===== src/psvm_pkg.sv =====
package psvm_pkg;

    // Command codes of an input word
    typedef enum logic [1:0] {
        CMD_LOAD = 2'd0,
        CMD_NOTE = 2'd1,
        CMD_TICK = 2'd2
    } t_cmd;

    // Configuration register indexes
    localparam logic [1:0] CFG_SAMPLE_LENGTH     = 2'd0;
    localparam logic [1:0] CFG_RATE_RATIO        = 2'd1;
    localparam logic [1:0] CFG_LEFT_PHASE_OFFSET = 2'd2;

    localparam int CFG_IDX_W = 2;
    localparam int CFG_W     = 18;
    localparam int LEN_REG_W = 16;
    localparam int RATE_W    = 18;
    localparam int OFS_W     = 16;
    localparam int STEP_W    = 24;
    localparam int SUM_W     = 19;
    localparam int GAIN_W    = 17;
    localparam int GX_W      = 18;
    localparam int RATIO_W   = 17;

    localparam logic [LEN_REG_W-1:0] RST_SAMPLE_LENGTH     = 16'd24000;
    localparam logic [RATE_W-1:0]    RST_RATE_RATIO        = 18'd65536;
    localparam logic [OFS_W-1:0]     RST_LEFT_PHASE_OFFSET = 16'd655;

    localparam int ATTACK_LEN = 48;
    localparam int DECAY_LEN  = 96;
    localparam logic [STEP_W-1:0] STEP_MAX = 24'hFFFFFF;
    localparam logic [GAIN_W-1:0] GAIN_ONE = 17'd65536;
    // ceil(2^19 / 3): exact divide by three for values below 2^19
    localparam logic [GX_W-1:0]   RECIP3    = 18'd174763;
    localparam int                RECIP3_SH = 19;
    localparam int                SUM_MAX   = 262143;
    localparam int                SUM_MIN   = -262144;

    typedef struct packed {
        logic [1:0]         cmd;
        logic [14:0]        addr;
        logic signed [15:0] value;
        logic signed [5:0]  note;
    } t_item;

    typedef struct packed {
        logic  valid;
        t_item item;
    } t_qport;

    // Q16 values of 2^(k/12) for the major scale degrees
    function automatic logic [RATIO_W-1:0] degree_ratio(input logic [2:0] deg);
        logic [RATIO_W-1:0] r;
        unique case (deg)
            3'd0:    r = 17'd65536;
            3'd1:    r = 17'd73562;
            3'd2:    r = 17'd82570;
            3'd3:    r = 17'd87480;
            3'd4:    r = 17'd98193;
            3'd5:    r = 17'd110218;
            3'd6:    r = 17'd123715;
            default: r = 17'd65536;
        endcase
        return r;
    endfunction

endpackage


===== src/psvm_front.sv =====
module psvm_front (
    input  logic            i_clk,
    input  logic            i_rst_n,
    input  logic            i_push,
    input  psvm_pkg::t_item i_item,
    output logic            o_full,
    output psvm_pkg::t_qport o_q,
    input  logic            i_take
);
    import psvm_pkg::*;

    t_item      r_mem [2];
    logic       r_wp, r_rp;
    logic [1:0] r_cnt;
    logic       push_ok, keep;

    assign o_full  = (r_cnt == 2'd2);
    assign push_ok = i_push && !o_full;
    // drop words with an unknown command right here
    assign keep    = (i_item.cmd == CMD_LOAD) || (i_item.cmd == CMD_NOTE)
                  || (i_item.cmd == CMD_TICK);

    assign o_q.valid = (r_cnt != 2'd0);
    assign o_q.item  = r_mem[r_rp];

    always_ff @(posedge i_clk) begin
        if (!i_rst_n) begin
            r_wp  <= 1'b0;
            r_rp  <= 1'b0;
            r_cnt <= 2'd0;
        end else begin
            if (push_ok && keep) begin
                r_mem[r_wp] <= i_item;
                r_wp        <= ~r_wp;
            end
            if (i_take && o_q.valid) begin
                r_rp <= ~r_rp;
            end
            r_cnt <= r_cnt + 2'((push_ok && keep) ? 1 : 0) - 2'((i_take && o_q.valid) ? 1 : 0);
        end
    end

endmodule


===== config.mk =====
export PLATFORM = sky130hd
export DESIGN_NAME = psvm_front
export DESIGN_NICKNAME = d
export VERILOG_FILES = /design/src/psvm_pkg.sv /design/src/psvm_front.sv
export SDC_FILE = /design/constraint.sdc
export NUM_CORES = 1
export LEC_CHECK = 0
export BUFFER_PORTS_ARGS = -buffer_cell sky130_fd_sc_hd__buf_2
export CAP_MARGIN = 20
export CORE_MARGIN = 2
export CORE_UTILIZATION = 50
export CTS_CLUSTER_SIZE = 40
export DETAILED_ROUTE_END_ITERATION = 16
export PLACE_DENSITY = 0.87
export SLEW_MARGIN = 25
export SYNTH_ARGS = -nofsm -noshare
export SYNTH_HDL_FRONTEND = slang
export SYNTH_SLANG_ARGS = --single-unit

===== constraint.sdc =====
create_clock -name i_clk -period 7.4 [get_ports i_clk]
set_input_delay 1.11 -clock i_clk [delete_from_list [all_inputs] [get_ports i_clk]]
set_output_delay 1.11 -clock i_clk [all_outputs]
set_load 0.1 [all_outputs]

==> metrics.csv <==
metric;value;unit
RSZ-0062 raised after global routing;false;
Startpoint Class;flop;
first-pass GRT wire length;7.71;mm
Core Rows;28;
Routed WL per cell;14.8;µm
Hold Path Depth;2;
largest net degree at the start of global routing;40;
CTS tree;built;
Hold Path Class;flop to flop;
Pre-Repair DR Iteration Count;4;
area of the core;5960;µm²
routed wl met2;2.30;mm
R2R depth;4;
Reg2Reg Setup Slack;5.30;ns
fmax;348;MHz
final hold vios;0;
Top Metal Used;met4;
share of layout cells above drive strength 1;58.0;%
crit path kind;flop to output pin;
average size of a mapped cell;20.9;µm²
critical path fanouts, max;39;
Post-CTS Hold Fix Bufs;0;
RR Endpoint;r_mem[1][11]$_DFFE_PP_;
Period minus WS final;2.88;ns
number of synthesized register bits;83;
Cell Count, Final, Fillers Out;320;
register area share after synthesis;78.4;%
run status;completed;
Die Height;82.9;µm
post-route setup TNS;0;ns
Starting Density;52.3;%
Rel. slew slack;49.8;%
CP endpoint;o_q[19];
Clock transition at path regs;0.07;ns
Period Utilization, post-route;38.9;%
FILL cells;421;
grt total ovfl;0;
# setup viols final;0;
Synth area leaders;edfxtp_1, mux2_2, mux2_4;
DRC viols;0;
synth unique cells;20;
CTS Root Cell;clkbuf_8;
CP Capture Type;output pin;
clock sink count;83;
most common cell in the netlist;edfxtp_1;
CTS Buffer Depth;2;
DRT Wirelength;4.73;mm
Top FF cell, synth;edfxtp_1;
I/O Buffers;83;
commonest cells in the netlist;edfxtp_1, mux2_2, mux2_4;
Post-Place Cells;305;
Fin Clk Skew;0.00583;ns
routability cong.;0.733;
clock buffer count from CTS;9;
PostCTS Resize Cnt;0;
CP arrival;1.77;ns
Synth Cell Area;3120;µm²
area leader, netlist;edfxtp_1;
r2r startpoint;r_cnt[1]$_SDFF_PN0_;
Via Count;1563;
final-report max-slew violation count;0;
Area growth syn-to-layout;21.7;%
Ports;84;
ant diodes;0;
initial drt markers;73;
WP data required;6.29;ns
Slew @ Worst Pin;0.751;ns
number of flops mapped to enable cells by yosys;78;
number of post-CTS setup repair buffers;0;
Die ar.;6880;µm²
Syn Inst Count;149;
max_cap viols;0;
GRT Overall Usage;14.3;%
Synth top area share;75.2;%
clk_lat worst skew;0.33;ns
hold_sp;r_wp$_SDFFE_PN0P_;
Final #Nets;286;
number of global-route vias before repair;1667;
Mapped Nets;194;
fraction of registers with async set or reset after synthesis;0;%
H-tree depth;3;
total number of yosys warnings;0;
HPWL after DPL;3.26;mm
Die Wd;82.9;µm
drt via density;4.88;
antenna violations before repair;0;
wl on met1;2.04;mm
met3 WL post-DR;327;µm
final antenna-violating net count;0;
## per-stage QoR
stage	instance area, µm²	setup slack (ns)	util, %	hold WS [ns]
5_1_grt	3790	4.45	63.7	0.506
2_1_floorplan	3120	2.94	-	0.438
6_report	3790	4.52	63.7	0.473
4_1_cts	3790	4.16	63.6	0.475
3_3_place_gp	3600	4.21	60.5	0.450
3_5_place_dp	3640	4.47	61.1	0.468
## cell type report
type                    count  area, µm²  share of cell area (%)
clock inverters             4       18.8                   0.495
clock buffers              11        131                    3.47
well taps                  75       93.8                    2.48
multi-input cells          59        639                    16.9
flip-flops and latches     83       2450                    64.5
inverters                   3       11.3                   0.297
repair buffers             85        450                    11.9
## cells by family after synthesis
family | Yosys count | synth area share (%)
flip-flops | 83 | 78.4
multiplexers | 40 | 15.6
adder cells (fa/ha/maj) | 2 | 0.803
XOR/XNOR | 2 | 0.562
buffers and inverters | 7 | 1.69
AND/OR/NAND/NOR | 14 | 2.69
AO/OA/AOI/OAI | 1 | 0.241
## worst max-delay path, stage by stage, from the launching register on
cell	delay, ns
dfxtp_4	0.72
mux2_2	0.41
buf_2	0.29
## sequential cells by signal, summed over array words and instances (netlist names), named ones only
| signal | flops |
|---|---|
| r_cnt | 2 |
| r_wp | 1 |
| r_mem | 78 |
| r_rp | 1 |
## routing by layer
layer	up-vias	GRT usage [%]
li1	756	-
met4	0	5.81
met2	62	23.5
met3	7	4.37
met5	-	0
met1	738	17.7
## worst min path at each step
stage / end / slack (ns)
floorplan: r_wp$_SDFFE_PN0P_ / 0.44
global placement: r_wp$_SDFFE_PN0P_ / 0.45
detailed placement: r_wp$_SDFFE_PN0P_ / 0.47
CTS: r_wp$_SDFFE_PN0P_ / 0.48
global route: r_wp$_SDFFE_PN0P_ / 0.51
finish: r_wp$_SDFFE_PN0P_ / 0.47
## cell usage in the layout, fill, tap and decap left out, types with 2 or more instances in the layout
| cell | synthesis | final |
|---|---|---|
| mux2_4 | 10 | 10 |
| clkbuf_1 | 0 | 2 |
| and2_1 | 2 | 2 |
| edfxtp_1 | 78 | 78 |
| buf_2 | 0 | 83 |
| ha_1 | 2 | 2 |
| clkbuf_8 | 0 | 9 |
| clkinv_2 | 0 | 3 |
| inv_1 | 3 | 3 |
| nor2_1 | 4 | 3 |
| nand2_1 | 3 | 3 |
| dfxtp_1 | 5 | 4 |
| mux2_2 | 29 | 29 |
Power is left out: the tool's default activity adds up to more than one toggle a clock period on the data nets, which glitch-free logic cannot reach.
